### src/rtl/msct_pkg.sv
// Shared types and constants for the multi-slot countdown timer.
// No dependencies; imported by the timer top level and its port checker.
package msct_pkg;

   // Request command codes
   localparam int CMD_W = 2;
   localparam logic [CMD_W-1:0] CMD_TICK = 2'd0;
   localparam logic [CMD_W-1:0] CMD_ADD  = 2'd1;
   localparam logic [CMD_W-1:0] CMD_DEL  = 2'd2;

   // Fixed field widths
   localparam int ID_W      = 4;
   localparam int ELAPSED_W = 16;
   localparam int COUNT_W   = 32;

   // Default table depth and per-tick result cap
   localparam int SLOTS_DEF   = 16;
   localparam int MAX_RESULTS = 16;
   localparam int RES_W       = $clog2(MAX_RESULTS + 1);

   // One slot as kept in the slot memory
   typedef struct packed {
      logic               periodic;
      logic [COUNT_W-1:0] remaining;
      logic [COUNT_W-1:0] reload;
   } slot_entry_type;

endpackage

### src/rtl/multi_slot_countdown_timer.sv
// Multi-slot countdown timer: slot table in one synchronous memory, armed bits in flops.
// Depends on msct_pkg (command codes, widths, slot entry type).
//
// Add and delete requests complete without a scan. An enabled tick walks the slot memory
// one entry per cycle unless the response side stalls, with a read-modify-write (read
// into registered read data, then updated and written back from it), so after a tick is
// accepted req_ready stays low until the walk ends and the held expiry has left, and
// longer while the response side stalls. Expiry responses leave in ascending slot order
// through a one-deep hold register, so the final one of a tick can be flagged with last.
// A disabled tick or an unused command completes without a scan and with no response.
// Armed bits clear on reset, so no clearing pass is needed.
module multi_slot_countdown_timer #(
   parameter int SLOTS = msct_pkg::SLOTS_DEF
) (
   input  logic                          clock,
   input  logic                          reset,
   input  logic                          csr_we,
   input  logic                          csr_wdata,
   input  logic                          req_valid,
   output logic                          req_ready,
   input  logic [msct_pkg::CMD_W-1:0]     req_cmd,
   input  logic [msct_pkg::ID_W-1:0]      req_timer_id,
   input  logic [msct_pkg::ELAPSED_W-1:0] req_elapsed_ms,
   input  logic [msct_pkg::COUNT_W-1:0]   req_initial_count,
   input  logic [msct_pkg::COUNT_W-1:0]   req_reload_interval,
   input  logic                          req_periodic,
   output logic                          rsp_valid,
   input  logic                          rsp_ready,
   output logic [msct_pkg::ID_W-1:0]      rsp_expired_id,
   output logic                          rsp_was_one_shot,
   output logic                          rsp_last
);
   import msct_pkg::*;

   localparam int IDX_W = (SLOTS > 1) ? $clog2(SLOTS) : 1;
   localparam int CNT_W = $clog2(SLOTS + 1);

   localparam logic ST_IDLE = 1'b0;
   localparam logic ST_SCAN = 1'b1;

   // Registers
   logic                 state_ff, state_in;
   logic                 run_enable_ff;
   logic [SLOTS-1:0]     armed_ff, armed_in;
   logic [CNT_W-1:0]     cnt_ff, cnt_in;
   logic [RES_W-1:0]     n_ff, n_in;
   logic [ELAPSED_W-1:0] elapsed_ff, elapsed_in;
   logic                 proc_vld_ff, proc_vld_in;
   logic [IDX_W-1:0]     proc_idx_ff, proc_idx_in;
   logic                 pend_vld_ff, pend_vld_in;
   logic [ID_W-1:0]      pend_id_ff, pend_id_in;
   logic                 pend_one_ff, pend_one_in;
   logic                 rsp_valid_ff, rsp_valid_in;
   logic [ID_W-1:0]      rsp_id_ff, rsp_id_in;
   logic                 rsp_one_ff, rsp_one_in;
   logic                 rsp_last_ff, rsp_last_in;

   // Slot memory
   slot_entry_type       mem [SLOTS];
   slot_entry_type       rd_data_ff;
   logic                 rd_en;
   logic                 mem_we;
   logic [IDX_W-1:0]     mem_waddr;
   slot_entry_type       mem_wdata;

   // Decode helpers
   logic                 req_acc;
   logic [IDX_W+ID_W-1:0] req_id_ext;
   logic                 req_in_range;
   logic [IDX_W-1:0]     req_idx;
   logic [IDX_W+ID_W-1:0] proc_id_ext;
   logic [COUNT_W:0]     diff;
   logic [COUNT_W-1:0]   new_rem;
   logic                 expire;
   logic                 emit;
   logic                 out_free;
   logic                 stall;
   logic                 scan_done;

   assign req_ready        = (state_ff == ST_IDLE);
   assign req_acc          = req_valid && req_ready;
   assign rsp_valid        = rsp_valid_ff;
   assign rsp_expired_id   = rsp_id_ff;
   assign rsp_was_one_shot = rsp_one_ff;
   assign rsp_last         = rsp_last_ff;

   // Request slot index and range check
   assign req_id_ext   = {{IDX_W{1'b0}}, req_timer_id};
   assign req_in_range = (req_id_ext < (IDX_W + ID_W)'(SLOTS));
   assign req_idx      = req_id_ext[IDX_W-1:0];

   // Countdown of the slot in the update stage, saturating at zero
   assign diff    = {1'b0, rd_data_ff.remaining} - {{(COUNT_W-ELAPSED_W+1){1'b0}}, elapsed_ff};
   assign new_rem = diff[COUNT_W] ? '0 : diff[COUNT_W-1:0];
   assign expire  = proc_vld_ff && armed_ff[proc_idx_ff] && (new_rem == '0);
   assign emit    = expire && (n_ff < RES_W'(MAX_RESULTS));

   assign proc_id_ext = {{ID_W{1'b0}}, proc_idx_ff};

   // Back-pressure: a new expiry must push the held one out
   assign out_free  = !rsp_valid_ff || rsp_ready;
   assign stall     = emit && pend_vld_ff && !out_free;
   assign scan_done = (state_ff == ST_SCAN) && (cnt_ff == CNT_W'(SLOTS)) && !proc_vld_ff;
   assign rd_en     = (state_ff == ST_SCAN) && (cnt_ff < CNT_W'(SLOTS)) && !stall;

   // Memory write port: add in idle, write-back during a scan
   always_comb begin
      mem_we    = 1'b0;
      mem_waddr = req_idx;
      mem_wdata.periodic  = req_periodic;
      mem_wdata.remaining = req_initial_count;
      mem_wdata.reload    = req_reload_interval;
      if (req_acc && (req_cmd == CMD_ADD) && req_in_range) begin
         mem_we = 1'b1;
      end else if (proc_vld_ff && !stall && armed_ff[proc_idx_ff]) begin
         mem_we    = 1'b1;
         mem_waddr = proc_idx_ff;
         mem_wdata = rd_data_ff;
         mem_wdata.remaining = (expire && rd_data_ff.periodic) ? rd_data_ff.reload : new_rem;
      end
   end

   // Next-state logic
   always_comb begin
      state_in     = state_ff;
      armed_in     = armed_ff;
      cnt_in       = cnt_ff;
      n_in         = n_ff;
      elapsed_in   = elapsed_ff;
      proc_vld_in  = proc_vld_ff;
      proc_idx_in  = proc_idx_ff;
      pend_vld_in  = pend_vld_ff;
      pend_id_in   = pend_id_ff;
      pend_one_in  = pend_one_ff;
      rsp_valid_in = rsp_valid_ff && !rsp_ready;
      rsp_id_in    = rsp_id_ff;
      rsp_one_in   = rsp_one_ff;
      rsp_last_in  = rsp_last_ff;

      unique case (state_ff)
         ST_IDLE: begin
            if (req_acc) begin
               case (req_cmd)
                  CMD_ADD: if (req_in_range) armed_in[req_idx] = 1'b1;
                  CMD_DEL: if (req_in_range) armed_in[req_idx] = 1'b0;
                  CMD_TICK: begin
                     if (run_enable_ff) begin
                        state_in   = ST_SCAN;
                        cnt_in     = '0;
                        n_in       = '0;
                        elapsed_in = req_elapsed_ms;
                     end
                  end
                  default: ;
               endcase
            end
         end
         ST_SCAN: begin
            // Issue stage
            if (!stall) begin
               proc_vld_in = rd_en;
               if (rd_en) begin
                  proc_idx_in = cnt_ff[IDX_W-1:0];
                  cnt_in      = cnt_ff + CNT_W'(1);
               end
            end
            // Update stage
            if (expire && !stall) begin
               if (!rd_data_ff.periodic) armed_in[proc_idx_ff] = 1'b0;
               if (emit) begin
                  n_in        = n_ff + RES_W'(1);
                  pend_vld_in = 1'b1;
                  pend_id_in  = proc_id_ext[ID_W-1:0];
                  pend_one_in = !rd_data_ff.periodic;
                  if (pend_vld_ff) begin
                     rsp_valid_in = 1'b1;
                     rsp_id_in    = pend_id_ff;
                     rsp_one_in   = pend_one_ff;
                     rsp_last_in  = 1'b0;
                  end
               end
            end
            // End of walk: release the held expiry as the last one
            if (scan_done) begin
               if (!pend_vld_ff) begin
                  state_in = ST_IDLE;
               end else if (out_free) begin
                  rsp_valid_in = 1'b1;
                  rsp_id_in    = pend_id_ff;
                  rsp_one_in   = pend_one_ff;
                  rsp_last_in  = 1'b1;
                  pend_vld_in  = 1'b0;
                  state_in     = ST_IDLE;
               end
            end
         end
         default: state_in = ST_IDLE;
      endcase
   end

   // Control registers
   always_ff @(posedge clock) begin
      if (reset) begin
         state_ff      <= ST_IDLE;
         run_enable_ff <= 1'b0;
         armed_ff      <= '0;
         proc_vld_ff   <= 1'b0;
         pend_vld_ff   <= 1'b0;
         rsp_valid_ff  <= 1'b0;
      end else begin
         state_ff     <= state_in;
         armed_ff     <= armed_in;
         proc_vld_ff  <= proc_vld_in;
         pend_vld_ff  <= pend_vld_in;
         rsp_valid_ff <= rsp_valid_in;
         if (csr_we) run_enable_ff <= csr_wdata;
      end
   end

   // Payload registers
   always_ff @(posedge clock) begin
      cnt_ff      <= cnt_in;
      n_ff        <= n_in;
      elapsed_ff  <= elapsed_in;
      proc_idx_ff <= proc_idx_in;
      pend_id_ff  <= pend_id_in;
      pend_one_ff <= pend_one_in;
      rsp_id_ff   <= rsp_id_in;
      rsp_one_ff  <= rsp_one_in;
      rsp_last_ff <= rsp_last_in;
   end

   // Slot memory, one read and one write port, registered read data
   always_ff @(posedge clock) begin
      if (mem_we) mem[mem_waddr] <= mem_wdata;
      if (rd_en) rd_data_ff <= mem[cnt_ff[IDX_W-1:0]];
   end

endmodule

### config.mk
export PLATFORM = sky130hd
export DESIGN_NAME = multi_slot_countdown_timer
export DESIGN_NICKNAME = d
export VERILOG_FILES = /design/src/rtl/msct_pkg.sv /design/src/rtl/multi_slot_countdown_timer.sv
export SDC_FILE = /design/constraint.sdc
export NUM_CORES = 1
export LEC_CHECK = 0
export ABC_AREA = 0
export BUFFER_PORTS_ARGS = -buffer_cell sky130_fd_sc_hd__buf_2
export CORE_ASPECT_RATIO = 0.8
export CORE_UTILIZATION = 56
export CTS_CLUSTER_SIZE = 8
export DETAILED_ROUTE_END_ITERATION = 10
export PLACE_DENSITY = 0.72
export REMOVE_ABC_BUFFERS = 1
export SYNTH_ARGS = -nofsm -noshare
export SYNTH_HDL_FRONTEND = slang
export SYNTH_SLANG_ARGS = --single-unit
### constraint.sdc
create_clock -name clock -period 15.65 [get_ports clock]
set_input_delay 2.3475 -clock clock [delete_from_list [all_inputs] [get_ports clock]]
set_output_delay 2.3475 -clock clock [all_outputs]
set_load 0.02 [all_outputs]
==> flow_summary_export.csv <==
group,metric,value,unit
sta,setup_violations,0,
yosys,ys_seq_area_share,74.0,%
global_routing,grtUsageTotal,28.1,%
clock_network,cts_buffers,163,
critical_path,cp_data_arrival_time,6.98,ns
clock_network,worst_skew_pair.late_latency,0.75,ns
sta,slew_headroom,5.45,%
detailed_routing,drc,0,
sta,final-hold-violation-count,0,
detailed_routing,drt-total-wl,117000,um
global_routing,antenna_found_initial,1,
die,rows,94,
place,place_ws,9.10,ns
yosys,yosysTopAreaCellShare,73.1,%
yosys,synth_top_family_by_area,"multiplexers",
critical_path,cp_slowest_cell,"buf_4",
sta,drv_slew,0,
yosys,synth.distinct_cells,78,
critical_path,critical_path.most_common_cell,"buf_4",
critical_path,critPathMaxStageDelay,0.92,ns
yosys,synthXorXnorAreaFrac,0.316,%
die,core,82700,um2
critical_path,path_delay_family,"compound AO/OA/AOI/OAI gates",
yosys,ys_warn_count,0,
sta,rsz0062_at_grt,"no",
pwr,power.density,125,nW/um2
detailed_routing,routedWlPerCell,32.7,um
pwr,power_frac_seq,51.8,%
place,hpwl,64900,um
layout,multiInputGateArea,11800,um2
global_routing,grt_max_degree,149,
worst_hold_path,min_path_type,"reg2reg",
critical_path,cp_num_buf_inv,4,
critical_path,critPathKind,"reg2reg",
yosys,synth_edf_count,1146,
sta,whs,0.493,ns
pwr,pwr-share-clk,46.1,%
clock_network,clock_path_buffers,3,
yosys,synthAdderAreaFrac,0.574,%
yosys,syn_inst,2239,
sta,fin_tns_setup,0,ns
pwr,peakVddDrop,0.113,mV
pwr,p_sw_share,19.7,%
critical_path,endpoint_kind,"register",
clock_network,cts_root_buf,"clkbuf_16",
run,cap_violations,0,
global_routing,grt_pass1_vias,24693,
sta,setup_ws,9.02,ns
clock_network,cts.hold.buffers_added,0,
detailed_routing,first_iter_violations,3150,
die,ios,101,
yosys,netlist.top_cell.by_area,"edfxtp_1",
yosys,syn-cell-area,47100,um2
place,io_buffers,100,
critical_path,crit_fanout,49,
global_routing,grt_overflow,0,
detailed_routing,drtPass1Iterations,6,
yosys,ys_ff_latch,1167,
place,numPlacedInstances,3374,
clock_network,cts_sinks,1167,
pwr,intPower,5.36,mW
layout,final_net_count,2549,
sta,worst_pin_slew,1.42,ns
die,die_h,261,um
layout,final_util,64.6,%
yosys,yosys-mux-area-fraction,17.6,%
die,die_area,85200,um2
outcome,status,"finished, final reports clean",
layout,final_cell_mix,"edfxtp_1, mux4_2, clkbuf_16, buf_2, mux2_1",
detailed_routing,ant_nets,0,
yosys,synth-compound-area-share,3.19,%
layout,final.fill_count,5361,
clock_network,postCtsSetupBuffers,0,
layout,seq_area,34800,um2
yosys,synth-simple-area-share,2.99,%
layout,layout_commonest_cell,"edfxtp_1",
pwr,comb_power_share,2.1,%
layout,final_layout_size_suffix_gt1_share,27.8,%
die,die_x,326,um
sta,min_period,6.63,ns
yosys,synth_ff_type,"edfxtp_1",
yosys,syn_avg_cell_area,21.0,um2
die,start_util,56.9,%
sta,timing.fmax,0.151,GHz
yosys,async_reset_ff_share,0,%
critical_path,cp_cell_sequence,"ha_1 > fa_1 > nor2b_1 > o31a_1 > o21ai_0 > a21oi_1 > or2_0 > buf_4 > and4_1 > nand3b_4 > nor2_4 > a21oi_1 > o31ai_4 > buf_4 > buf_4 > o22ai_4 > buf_4",
detailed_routing,viasPerCell,6.77,
detailed_routing,vias,24143,
sta,post-route-period-util,42.4,%
critical_path,start_kind,"register",
sta,skew,0.0331,ns
place,gp_congestion,0.939,
yosys,synthTopCellsByArea,"edfxtp_1, mux4_2, mux2_1, dfxtp_1, clkbuf_1",
layout,area_growth_syn_to_layout,13.4,%
clock_network,htreeDepth,4,
global_routing,grt_pass1_wl,170000,um
layout,finalNonFillerCells,3567,
clock_network,cts_resized,0,
clock_network,cts_tree,"done",
clock_network,path_clk_slew,0.05,ns
critical_path,cp.required,15.99,ns
pwr,switchingPower,1.31,mW
pwr,leakage,16.8,nW
final cells by class:
type,count,share of cell area (%)
clock inverter,8,0.274
multi-input combinational,920,22.2
antenna,3,0.0141
timing repair buffer,141,1.54
sequential,1167,65.3
inverter,42,0.295
clock buffer,182,7.86
tap,1104,2.59
per-stage QoR:
| stage | power (mW) | instance area [um2] |
|---|---|---|
| 2_1_floorplan | 3.60 | 46600 |
| 3_3_place_gp | 3.64 | 49000 |
| 3_5_place_dp | 3.65 | 49000 |
| 4_1_cts | 6.71 | 53400 |
| 5_1_grt | 6.84 | 53400 |
| 6_report | 6.67 | 53400 |
layer usage:
metal / track usage (%) / part of all wire [%]
met1: 41.2 / 41
met2: 44.2 / 48
met3: 4.90 / 8.6
met4: 7.97 / 2.1
met5: 0 / 0
cells in the mapped netlist, types with 14 or more instances:
master       n
edfxtp_1  1146
mux4_2     329
clkbuf_1    79
mux2_1      63
nand2_1     61
nor2_1      53
nand3_1     44
inv_1       41
a21oi_1     39
o21ai_0     27
dfxtp_1     21
a21o_1      20
ha_1        20
buf_1       17
a32oi_1     14
nor2b_1     14
worst register-to-register path, delay by kind of cell, from the launching register on:
family | cells | cell delay [ns]
AOI/OAI and AO/OA | 6 | 2.41
adders and majority gates | 2 | 0.65
buffers and inverters | 4 | 1.86
DFF | 1 | 0.41
and+or+nand+nor | 5 | 0.89
worst paths after layout:
kind / start / to / slack [ns] / cells past startpoint
setup / recovery: elapsed_ff[0]$_DFFE_PP_ / mem[10][44]$_DFFE_PP_ / 9.02 / 17
hold / removal: register / register / 0.49 / 2
setup reg to reg: elapsed_ff[0]$_DFFE_PP_ / mem[10][44]$_DFFE_PP_ / 9.02 / 17
hold reg to reg: register / register / 0.49 / 2
cells by family (layout without fill, tap and decap cells):
group / Yosys count / count (layout)
AOI/OAI and AO/OA: 210 / 210
xor gates and xnor gates: 17 / 17
adders and majority gates: 21 / 21
buffers and inverters: 152 / 373
DFF: 1167 / 1167
muxes: 406 / 406
other: 0 / 3
and+or+nand+nor: 266 / 266
state kept, by name (all words and copies together) (netlist names), named ones only:
register / cells
rsp_expired_id: 4
n_ff: 5
mem: 1040
rsp_was_one_shot: 1
rsp_last: 1
rsp_valid: 1
cnt_ff: 5
run_enable_ff: 1
proc_idx_ff: 4
state_ff: 1
proc_vld_ff: 1
rd_data_ff: 65
pend_one_ff: 1
elapsed_ff: 16
pend_vld_ff: 1
pend_id_ff: 4
power groups by stage:
| stage | Sequential [mW] | Combinational (mW) | Clock [mW] |
|---|---|---|---|
| 2_1_floorplan | 3.52 | 0.0793 | 0 |
| 3_3_place_gp | 3.51 | 0.131 | 0 |
| 3_5_place_dp | 3.51 | 0.136 | 0 |
| 4_1_cts | 3.46 | 0.137 | 3.11 |
| 5_1_grt | 3.45 | 0.146 | 3.24 |
| 6_report | 3.46 | 0.137 | 3.07 |
Power figures use the tool's default switching activity.
